$ cat src/rtl/rgbhsv_pkg.sv
// Shared constants and types for the RGB to HSV converter.
// No dependencies; used by rgbhsv_div and rgb_to_hsv_converter.
`default_nettype none

package rgbhsv_pkg;

    localparam int CHAN_W     = 8;
    localparam int HUE_W      = 9;
    localparam int S_TDATA_W  = 24;
    localparam int M_TDATA_W  = 32;

    // hue numerator magnitude reaches 5*255, so 11 bits
    localparam int MAG_W      = 11;
    localparam int SNUM_W     = 12;

    // shared divider shape: 17-bit dividend, 8-bit divisor, 9-bit quotient
    localparam int DIV_DEN_W  = 8;
    localparam int DIV_QUO_W  = 9;
    localparam int DIV_NUM_W  = DIV_DEN_W + DIV_QUO_W;

    localparam int HUE_SCALE  = 60;
    localparam int SAT_SCALE  = 255;
    localparam int HUE_WRAP   = 360;

    // front stage, multiply stage, one stage per quotient bit, output stage
    localparam int N_STAGES   = DIV_QUO_W + 3;

    typedef struct packed {
        logic [CHAN_W-1:0] bright;
        logic              neg;
        logic              grey;
        logic              black;
    } side_t;

endpackage

`default_nettype wire

$ cat src/rtl/rgb_to_hsv_converter.sv
// RGB to HSV converter, top level: one 24-bit pixel (8 bits per channel) in, hue/saturation/value out.
// Depends on rgbhsv_pkg and rgbhsv_div.
//
//  channel  dir  handshake          payload (low bit up)
//  s_       in   s_tvalid/s_tready  s_tdata: red[7:0] green[15:8] blue[23:16]
//  m_       out  m_tvalid/m_tready  m_tdata: hue[8:0] saturation[16:9] brightness[24:17]
//
// Stages: front compare, multiply, 9 divider steps, output fix-up.
// One item per cycle unless m_tready stalls; dividers are pipelined one quotient bit a stage.
// rst_n clears only the stage valid bits; payload registers are not reset.
// A stall on m_tready holds the output item; earlier stages keep filling bubbles,
// so s_tready only drops once every stage holds an item.
`default_nettype none

module rgb_to_hsv_converter (
    input  wire logic                                clk,
    input  wire logic                                rst_n,
    input  wire logic                                s_tvalid,
    output logic                                     s_tready,
    input  wire logic [rgbhsv_pkg::S_TDATA_W-1:0]    s_tdata,  // red, green, blue
    output logic                                     m_tvalid,
    input  wire logic                                m_tready,
    output logic      [rgbhsv_pkg::M_TDATA_W-1:0]    m_tdata   // hue, saturation, brightness, pad
);

    localparam int CW = rgbhsv_pkg::CHAN_W;
    localparam int NS = rgbhsv_pkg::N_STAGES;
    localparam int QW = rgbhsv_pkg::DIV_QUO_W;
    localparam int NW = rgbhsv_pkg::DIV_NUM_W;
    localparam int DW = rgbhsv_pkg::DIV_DEN_W;
    localparam int MW = rgbhsv_pkg::MAG_W;
    localparam int SW = rgbhsv_pkg::SNUM_W;
    localparam int HW = rgbhsv_pkg::HUE_W;
    localparam int DIV0 = 2;

    logic [NS-1:0] v_reg;
    logic [NS-1:0] adv;

    // stage advances when it or any later stage is empty, or when the output is taken
    always_comb
    begin
        for (int i = 0; i < NS; i++)
        begin
            adv[i] = m_tready || (|(~v_reg >> i));
        end
    end

    assign s_tready = adv[0];

    always_ff @(posedge clk or negedge rst_n)
    begin
        if (!rst_n)
        begin
            v_reg <= '0;
        end
        else
        begin
            if (adv[0])
            begin
                v_reg[0] <= s_tvalid;
            end
            for (int i = 1; i < NS; i++)
            begin
                if (adv[i])
                begin
                    v_reg[i] <= v_reg[i-1];
                end
            end
        end
    end

    // ---- front stage: max, min, sector numerator ----
    logic [CW-1:0] red, green, blue;
    logic [CW-1:0] mx_next, mn_next, dl_next;
    logic [SW-1:0] hn_next;
    logic [MW-1:0] mag_next;
    rgbhsv_pkg::side_t side0_next;

    assign red   = s_tdata[CW-1:0];
    assign green = s_tdata[2*CW-1:CW];
    assign blue  = s_tdata[3*CW-1:2*CW];

    always_comb
    begin
        mx_next = (red > green) ? red : green;
        mx_next = (mx_next > blue) ? mx_next : blue;
        mn_next = (red < green) ? red : green;
        mn_next = (mn_next < blue) ? mn_next : blue;
        dl_next = mx_next - mn_next;
        // ties: red first, then green
        if (red >= green && red >= blue)
        begin
            hn_next = SW'(green) - SW'(blue);
        end
        else if (green >= blue)
        begin
            hn_next = {3'd0, dl_next, 1'b0} + SW'(blue) - SW'(red);
        end
        else
        begin
            hn_next = {2'd0, dl_next, 2'd0} + SW'(red) - SW'(green);
        end
        side0_next.neg    = hn_next[SW-1];
        side0_next.grey   = (dl_next == '0);
        side0_next.black  = (mx_next == '0);
        side0_next.bright = mx_next;
        mag_next = hn_next[SW-1] ? MW'(-hn_next) : hn_next[MW-1:0];
    end

    logic [CW-1:0]     dl0_reg;
    logic [MW-1:0]     mag0_reg;
    rgbhsv_pkg::side_t side0_reg;

    always_ff @(posedge clk)
    begin
        if (adv[0])
        begin
            dl0_reg   <= dl_next;
            mag0_reg  <= mag_next;
            side0_reg <= side0_next;
        end
    end

    // ---- multiply stage ----
    logic [NW-1:0]     hnum1_reg;
    logic [NW-1:0]     snum1_reg;
    logic [DW-1:0]     hden1_reg;
    logic [DW-1:0]     sden1_reg;
    rgbhsv_pkg::side_t side1_reg;

    always_ff @(posedge clk)
    begin
        if (adv[1])
        begin
            hnum1_reg <= NW'(NW'(mag0_reg) * NW'(rgbhsv_pkg::HUE_SCALE));
            snum1_reg <= NW'(NW'(dl0_reg) * NW'(rgbhsv_pkg::SAT_SCALE));
            hden1_reg <= DW'(dl0_reg);
            sden1_reg <= DW'(side0_reg.bright);
            side1_reg <= side0_reg;
        end
    end

    // ---- divider stages ----
    logic [QW-1:0] hquo;
    logic [QW-1:0] squo;

    rgbhsv_div #(
        .DEN_W (DW),
        .QUO_W (QW)
    ) u_hue_div (
        .clk (clk),
        .ld  (adv[DIV0 +: QW]),
        .num (hnum1_reg),
        .den (hden1_reg),
        .quo (hquo)
    );

    rgbhsv_div #(
        .DEN_W (DW),
        .QUO_W (QW)
    ) u_sat_div (
        .clk (clk),
        .ld  (adv[DIV0 +: QW]),
        .num (snum1_reg),
        .den (sden1_reg),
        .quo (squo)
    );

    rgbhsv_pkg::side_t side_reg [QW];

    always_ff @(posedge clk)
    begin
        for (int k = 0; k < QW; k++)
        begin
            if (adv[DIV0+k])
            begin
                side_reg[k] <= (k == 0) ? side1_reg : side_reg[(k == 0) ? 0 : k-1];
            end
        end
    end

    // ---- output stage: wrap negative hue, mask grey and black ----
    logic [HW-1:0] hue_next;
    logic [CW-1:0] sat_next;
    logic [HW-1:0] hue_reg;
    logic [CW-1:0] sat_reg;
    logic [CW-1:0] bright_reg;

    always_comb
    begin
        if (side_reg[QW-1].grey)
        begin
            hue_next = '0;
        end
        else if (side_reg[QW-1].neg && hquo != '0)
        begin
            hue_next = HW'(rgbhsv_pkg::HUE_WRAP) - hquo;
        end
        else
        begin
            hue_next = hquo;
        end
        sat_next = side_reg[QW-1].black ? '0 : squo[CW-1:0];
    end

    always_ff @(posedge clk)
    begin
        if (adv[NS-1])
        begin
            hue_reg    <= hue_next;
            sat_reg    <= sat_next;
            bright_reg <= side_reg[QW-1].bright;
        end
    end

    assign m_tvalid = v_reg[NS-1];
    assign m_tdata  = {{(rgbhsv_pkg::M_TDATA_W - HW - 2*CW){1'b0}},
                       bright_reg, sat_reg, hue_reg};

endmodule

`default_nettype wire

$ cat src/rtl/rgbhsv_div.sv
// Pipelined restoring divider, one quotient bit per stage.
// Depends on rgbhsv_pkg for default widths. Dividend must give a quotient below 2**QUO_W.
`default_nettype none

module rgbhsv_div #(
    parameter int DEN_W = rgbhsv_pkg::DIV_DEN_W,
    parameter int QUO_W = rgbhsv_pkg::DIV_QUO_W
) (
    input  wire logic                     clk,
    input  wire logic [QUO_W-1:0]         ld,
    input  wire logic [DEN_W+QUO_W-1:0]   num,
    input  wire logic [DEN_W-1:0]         den,
    output logic      [QUO_W-1:0]         quo
);

    localparam int NUM_W = DEN_W + QUO_W;

    logic [DEN_W-1:0] rem_reg  [QUO_W];
    logic [DEN_W-1:0] rem_next [QUO_W];
    logic [QUO_W-1:0] low_reg  [QUO_W];
    logic [QUO_W-1:0] low_next [QUO_W];
    logic [QUO_W-1:0] quo_reg  [QUO_W];
    logic [QUO_W-1:0] quo_next [QUO_W];
    logic [DEN_W-1:0] den_reg  [QUO_W];
    logic [DEN_W-1:0] den_next [QUO_W];

    always_comb
    begin
        logic [DEN_W-1:0] r;
        logic [QUO_W-1:0] l;
        logic [QUO_W-1:0] q;
        logic [DEN_W-1:0] d;
        logic [DEN_W:0]   t;
        logic [DEN_W:0]   diff;
        for (int k = 0; k < QUO_W; k++)
        begin
            if (k == 0)
            begin
                // top bits of the dividend are already below the divisor
                r = num[NUM_W-1:QUO_W];
                l = num[QUO_W-1:0];
                q = '0;
                d = den;
            end
            else
            begin
                r = rem_reg[k-1];
                l = low_reg[k-1];
                q = quo_reg[k-1];
                d = den_reg[k-1];
            end
            t    = {r, l[QUO_W-1]};
            diff = t - {1'b0, d};
            if (t >= {1'b0, d})
            begin
                rem_next[k] = diff[DEN_W-1:0];
                quo_next[k] = {q[QUO_W-2:0], 1'b1};
            end
            else
            begin
                rem_next[k] = t[DEN_W-1:0];
                quo_next[k] = {q[QUO_W-2:0], 1'b0};
            end
            low_next[k] = {l[QUO_W-2:0], 1'b0};
            den_next[k] = d;
        end
    end

    always_ff @(posedge clk)
    begin
        for (int k = 0; k < QUO_W; k++)
        begin
            if (ld[k])
            begin
                rem_reg[k] <= rem_next[k];
                low_reg[k] <= low_next[k];
                quo_reg[k] <= quo_next[k];
                den_reg[k] <= den_next[k];
            end
        end
    end

    assign quo = quo_reg[QUO_W-1];

endmodule

`default_nettype wire

$ cat config.mk
export PLATFORM = sky130hd
export DESIGN_NAME = rgb_to_hsv_converter
export DESIGN_NICKNAME = d
export VERILOG_FILES = /design/src/rtl/rgbhsv_pkg.sv /design/src/rtl/rgb_to_hsv_converter.sv /design/src/rtl/rgbhsv_div.sv
export SDC_FILE = /design/constraint.sdc
export NUM_CORES = 1
export LEC_CHECK = 0
export ABC_AREA = 1
export BUFFER_PORTS_ARGS = -buffer_cell sky130_fd_sc_hd__buf_2
export CAP_MARGIN = 10
export CORE_AREA = 4 4 247 249
export CTS_CLUSTER_DIAMETER = 30
export DETAILED_ROUTE_END_ITERATION = 6
export DIE_AREA = 0 0 251 253
export GPL_TIMING_DRIVEN = 0
export MAX_ROUTING_LAYER = met4
export PLACE_DENSITY = 0.69
export SLEW_MARGIN = 10
export SYNTH_ARGS = -nofsm -noshare
export SYNTH_HDL_FRONTEND = slang
export SYNTH_SLANG_ARGS = --single-unit
$ cat constraint.sdc
create_clock -name clk -period 40.2 [get_ports clk]
set_input_delay 8.04 -clock clk [delete_from_list [all_inputs] [get_ports clk]]
set_output_delay 8.04 -clock clk [all_outputs]
set_load 0.005 [all_outputs]
# Word-level counts from Yosys, hierarchy flattened
# Memories as Yosys holds them, arrays and structs flattened. A register that Yosys moved wholly into a read port is not among the register bits.
# Index checks and enable logic that the tools add are counted.
dict set report word_totals {
  ff_bits 109
  ramBits 693
  out_inout_bits 34
  elab_cells 180
  mem_count 9
}
# name words word_bits read_ports rd_clocked_by_memory_dff wr line_no
set mem_list {}
lappend mem_list {side_reg 9 11 9 0 9 rgb_to_hsv_converter.sv:169} ;# rgbhsv_pkg::side_t side_reg [QW];
lappend mem_list {u_hue_div.quo_reg 9 9 9 0 9 rgbhsv_div.sv:22} ;# logic [QUO_W-1:0] quo_reg [QUO_W];
lappend mem_list {u_sat_div.quo_reg 9 9 9 1 9 rgbhsv_div.sv:22}
lappend mem_list {u_hue_div.den_reg 9 8 8 0 9 rgbhsv_div.sv:24} ;# logic [DEN_W-1:0] den_reg [QUO_W];
lappend mem_list {u_hue_div.low_reg 9 8 8 0 9 rgbhsv_div.sv:20} ;# logic [QUO_W-1:0] low_reg [QUO_W];
lappend mem_list {u_hue_div.rem_reg 9 8 8 0 9 rgbhsv_div.sv:18} ;# logic [DEN_W-1:0] rem_reg [QUO_W];
lappend mem_list {{+3 memories} n/a n/a n/a n/a n/a n/a}
dict set report op_classes {
  n_addsub 26
  mul 2
  magnitude_cmp 25
  muxes 62
  n_bitwise 1
  reduce_logical 28
}
# operator n
set op_table {}
lappend op_table {{2-to-1 mux 8 bit} 22}
lappend op_table {{greater-or-equal comparator 9 x 8 -> 1 bit} 17}
lappend op_table {{subtractor 8 bit} 19}
lappend op_table {{2-to-1 mux 1 bit} 36}
lappend op_table {{greater-or-equal comparator 8 bit} 4}
lappend op_table {{2-to-1 mux 12 bit} 2}
lappend op_table {{> comparator 8 bit} 2}
lappend op_table {{zero test 8 bit} 2}
lappend op_table {{< comparator 8 bit} 2}
lappend op_table {{multiplier 8 x 8 -> 16 bit, second input constant} 1}
lappend op_table {{multiplier 11 x 4 -> 15 bit, second input constant} 1}
lappend op_table {{logical OR 1 bit} 12}
lappend op_table {{NOT 12 bit} 1}
lappend op_table {{OR reduction 12 bit} 1}
lappend op_table {{subtractor 11 x 8 -> 12 bit} 1}
lappend op_table {{adder 10 x 8 -> 11 bit} 1}
lappend op_table {{2-to-1 mux 11 bit} 1}
lappend op_table {{negator 11 bit} 1}
lappend op_table {{OR reduction 11 bit} 1}
lappend op_table {{subtractor 10 x 8 -> 11 bit} 1}
lappend op_table {{adder 9 x 8 -> 10 bit} 1}
lappend op_table {{OR reduction 10 bit} 1}
lappend op_table {{2-to-1 mux 9 bit} 1}
lappend op_table {{nonzero test 9 bit} 1}
lappend op_table {{other kinds (11)} 12}

# Logic depth before layout (Yosys ltp)
dict set report logic_depth {
  word_depth 11
  ltp_mapped 49
}

# Hierarchy
# From an unflattened synthesis, not the netlist that was laid out.
dict set report unflattened {
  hier_cells 3382
  area_unflattened_um2 35484.0
}
# module n_inst cells_per_inst area_each_um2 seq_area_each_um2
set modules_own_cells {}
lappend modules_own_cells {rgb_to_hsv_converter 1 1128 12853.6 6396.1}
lappend modules_own_cells {{rgbhsv_div at u_hue_div} 1 1130 11489.8 6276.0}
lappend modules_own_cells {{rgbhsv_div at u_sat_div} 1 1124 11140.7 6276.0}

# Least setup slack after synthesis
# No wires, ideal clock.
dict set report synth_path {
  path_kind {input-to-output}
  startpoint {input m_tready}
  endpoint {output s_tready}
  arrival_time_ns 16.458
  required_time_ns 32.160
  path_slack_ns 15.702
  path_stages 20
  path_cell_list {inv_1 > nand2_2 > nor2_1 > inv_1 > nor2_1 > inv_1 > nor2_1 > inv_1 > nor2_2 > inv_2 > nor2_2 > nand2_2 > nor2_1 > inv_1 > nor2_1 > inv_1 > nor2_2 > inv_2 > nor2_2 > nand2_1}
}
dict set report synth_via {
  elab_chain_cells 1
}
# element line_no
set synth_lines {}
lappend synth_lines {{start: declaration} rgb_to_hsv_converter.sv:22} ;# input wire logic m_tready,
lappend synth_lines {{logical OR 1 bit} rgb_to_hsv_converter.sv:44} ;# adv[i] = m_tready || (|(~v_reg >> i));
lappend synth_lines {{end: declaration} rgb_to_hsv_converter.sv:19} ;# output logic s_tready,
# No other way between the ends.

# Worst setup path in the final report
# Ends and elaborated chain as after synthesis.

==> metrics.md <==
| Metric | Value |
|---|---|
| Share of cells above drive strength 1 | approximately 11% |
| Clk sinks | 537 |
| Largest family of logic cells by synthesized area | adder cells |
| Area after DPL | a little over 0.03 mm2 |
| Die Wd | 251 um |
| Post-synthesis xor/xnor area fraction | about 4.2% |
| Seq/Total Area, Yosys | a little over half |
| Gr ovfl total | 0 |
| Number of buffers added on ports | 54 |
| Initial antenna violation count | 0 |
| First-pass GRT wire length | slightly below 90 mm |
| CP max FO | 51 |
| Setup TNS | 0 ps |
| Post-synthesis simple-gate area fraction | between 9 and 10% |
| Post-CTS setup buffers | 0 |
| Vias | between 15000 and 20000 |
| Area delta synth->final | 16.3% |
| Main synth FF type | edfxtp_1 |
| Register bit total from synthesis | ~540 |
| FP Rows | 89 |
| Die area | 0.0635 mm2 |
| FF/Latch Area | between 0.015 and 0.02 mm2 |
| Number of I/O pins | 62 |
| # fillers | approximately 4600 |
| Largest net degree at the start of global routing | 52 |
| Max_slew headroom | ~20% |
| CP Launch Point | m_tready |
| # setup viols final | 0 |
| Post-layout nets | 3097 |
| Complex-gate fraction of the synthesized area | 8.00% |
| Worst-Margin Slew | approximately 1200 ps |
| CP required | roughly 32000 ps |
| Initial core utilization | about half |
| Clock skew | ~24 ps |
| Core area | 0.0587 mm2 |
| Synth Warn # | 0 |
| HP Class | flip-flop to flip-flop |
| Drt wl/cell | approximately 14 um |
| Fin crit period | roughly 24000 ps |
| DPL Wire Length | slightly below 40 mm |
| Drt pass-1 iters | 7 |
| # diodes | 0 |
| Area occupied by multi-input gates | approximately 0.011 mm2 |
| Vias in the first global route | roughly 19000 |
| # DRC | 0 |
| CTS Buffer Depth | 3 |
| CTS tree | done |
| CP startpoint kind | input port |
| Min-delay src | u_sat_div.low_reg[0][19]$_DFFE_PP_ |
| Max-slew violations | 0 |
| Via/cell ratio | 5.08 |
| DRT Wirelength | 51.6 mm |
| Critical path type | input port to primary output |
| # hold bufs at CTS | 0 |
| Number of synthesized flops with an enable pin | ~530 |
| RePlAce Congestion | 0.915 |
| Post-CTS resize count | 0 |
| GRT Total Usage | between 10% and 20% |
| Post-synthesis adder-cell area fraction | ~17% |
| Max H-tree Level | 3 |
| Final Hold Viols | 0 |
| Final Cycle Share | ~60% |
| CTS buffer count | 96 |
| Mean Syn Cell Area | 11.5 um2 |
| Max reg flops | 94 |
| Root Buffer Master | clkbuf_16 |
| Mux cell area share after synthesis | 0.0342% |
| Netlist Area Pre-Place | between 0.02 and 0.03 mm2 |
| RSZ-0062 raised after global routing | no |
| Detailed Route Iter0 Violations | approximately 820 |
| Die Height | 253 um |
| Fmax | roughly 41 MHz |
| Design area | 0.0340 mm2 |
| Crit path DAT | roughly 16000 ps |
| Syn Inst Count | 2548 |
| Setup crit end kind | primary output |
| Max cap viols | 0 |
| Worst reg2reg startpoint | v_reg[11]$_DFFE_PN0P_ |
| DRT antenna net count | 0 |
| Synth cell types | 55 |
| Clk pin slew, worst setup/hold paths | around 60 ps |
| Status | finished clean |
| Worst-skew pair later-pin latency | ~620 ps |
| Synth async-reset ratio | under 10% |
[area by class of cell]
cell class                      instances  area share [%]
Multi-Input combinational cell       1543            33.4
Buffer                                 33           0.581
Clock inverter                         73            2.54
Clock buffer                          107            7.31
Inverter                              441            4.87
Timing Repair Buffer                   61            1.26
Sequential cell                       537            47.2
Tap cell                              773            2.84
[placed cells by master (no fill, tap or decap), types with 14 or more instances in the layout]
master	instances
edfxtp_1	525
buf_2	68
nor2_1	252
clkbuf_1	15
a21oi_1	237
a211oi_1	14
o21ai_0	97
xor2_1	93
nor3_1	15
nand3_1	42
nand4_1	25
nand2_1	229
ha_1	273
clkbuf_16	98
inv_1	432
fa_1	83
xnor2_1	46
[cells in the mapped netlist, types with 2 or more instances]
cell      number  area (um2)
a211o_1        2        17.5
nand3b_1       3        22.5
nor2_2         5        31.3
o21a_1         3        22.5
buf_2         14        70.1
o211ai_1       5        37.5
nand2_1      229         860
xor2_1        93         815
o21ai_1       11        55.1
nand3_1       42         210
o21bai_1      13        97.6
xnor2_1       46         403
nor3b_1        6        45.0
a211oi_1      14         105
nand2_4        3        33.8
nor2_1       252         946
a21o_1         5        37.5
o31ai_1        3        22.5
nor3_1        15        75.1
a21oi_1      237        1190
o221ai_1       2        17.5
buf_6          2        22.5
o21ai_2        6        52.6
nand3_2        5        50.1
a31oi_1        9        56.3
fa_1          83        1660
edfxtp_1     525       15800
or2_2         10        62.6
inv_2          3        11.3
nor4_1         2        12.5
buf_4         11        82.6
dfrtp_1       12         300
o211ai_2       7        87.6
or4_1          3        22.5
o21ai_0       97         485
nand4_1       25         156
ha_1         273        3420
inv_1        438        1640
nand4_2        3        37.5
clkbuf_1       6        22.5
nand2_2       11        68.8
[kinds of logic after synthesis]
| group | Yosys count |
|---|---|
| buffers and inverters | 474 |
| AND/OR/NAND/NOR | 620 |
| flip-flops | 537 |
| multiplexers | 1 |
| AO/OA/AOI/OAI | 420 |
| other | 1 |
| adder cells (fa/ha/maj) | 356 |
| XOR/XNOR | 139 |
[layer usage]
metal	part of all wire, %	GRT usage [%]
met1	38	17.2
met2	54	31.8
met3	3.9	2.89
met4	3.7	7.50
met5	0	-
[final timing paths]
path	end	slack, ps	depth (start not counted)
min in group asynchronous	v_reg[6]$_DFFE_PN0P_	7310	1
hold reg to reg	u_sat_div.low_reg[0][28]$_DFFE_PP_	400	0
setup / recovery	s_tready	16000	26
hold / removal	u_sat_div.low_reg[0][28]$_DFFE_PP_	400	0
max in group asynchronous	v_reg[4]$_DFFE_PN0P_	32630	1
setup reg to reg	mag0_reg[8]$_DFFE_PP_	31610	23
[critical path, cell delays in order]
cell	delay (ps)
buf_2	80
inv_1	40
nand2_2	460
nor2_1	100
inv_1	890
nor2_1	110
inv_2	380
buf_12	270
nor2_1	70
inv_2	340
buf_12	270
nor2_2	60
inv_2	710
nor2_2	110
nand2_2	850
nor2_1	120
inv_2	460
nor2_1	120
inv_2	440
buf_16	240
nor2_2	50
inv_2	730
nor2_2	100
nand2_1	630
buf_8	250
buf_2	140
[stage by stage]
| step | util [%] | instances | worst slack (ps) | hold WS, ps |
|---|---|---|---|---|
| after floorplan | - | 2554 | 15700 | 400 |
| after CTS | 58.0 | 3568 | 15690 | 402 |
| after detailed placement | 52.3 | 3388 | 15790 | 405 |
| final | 58.0 | 3568 | 16000 | 402 |
| after global routing | 58.0 | 3568 | 14920 | 408 |
| after global placement | 52.0 | 3381 | 12890 | 401 |
Power is not shown: default switching activity piles up to over one toggle a cycle in this logic, so the estimate is an artifact.
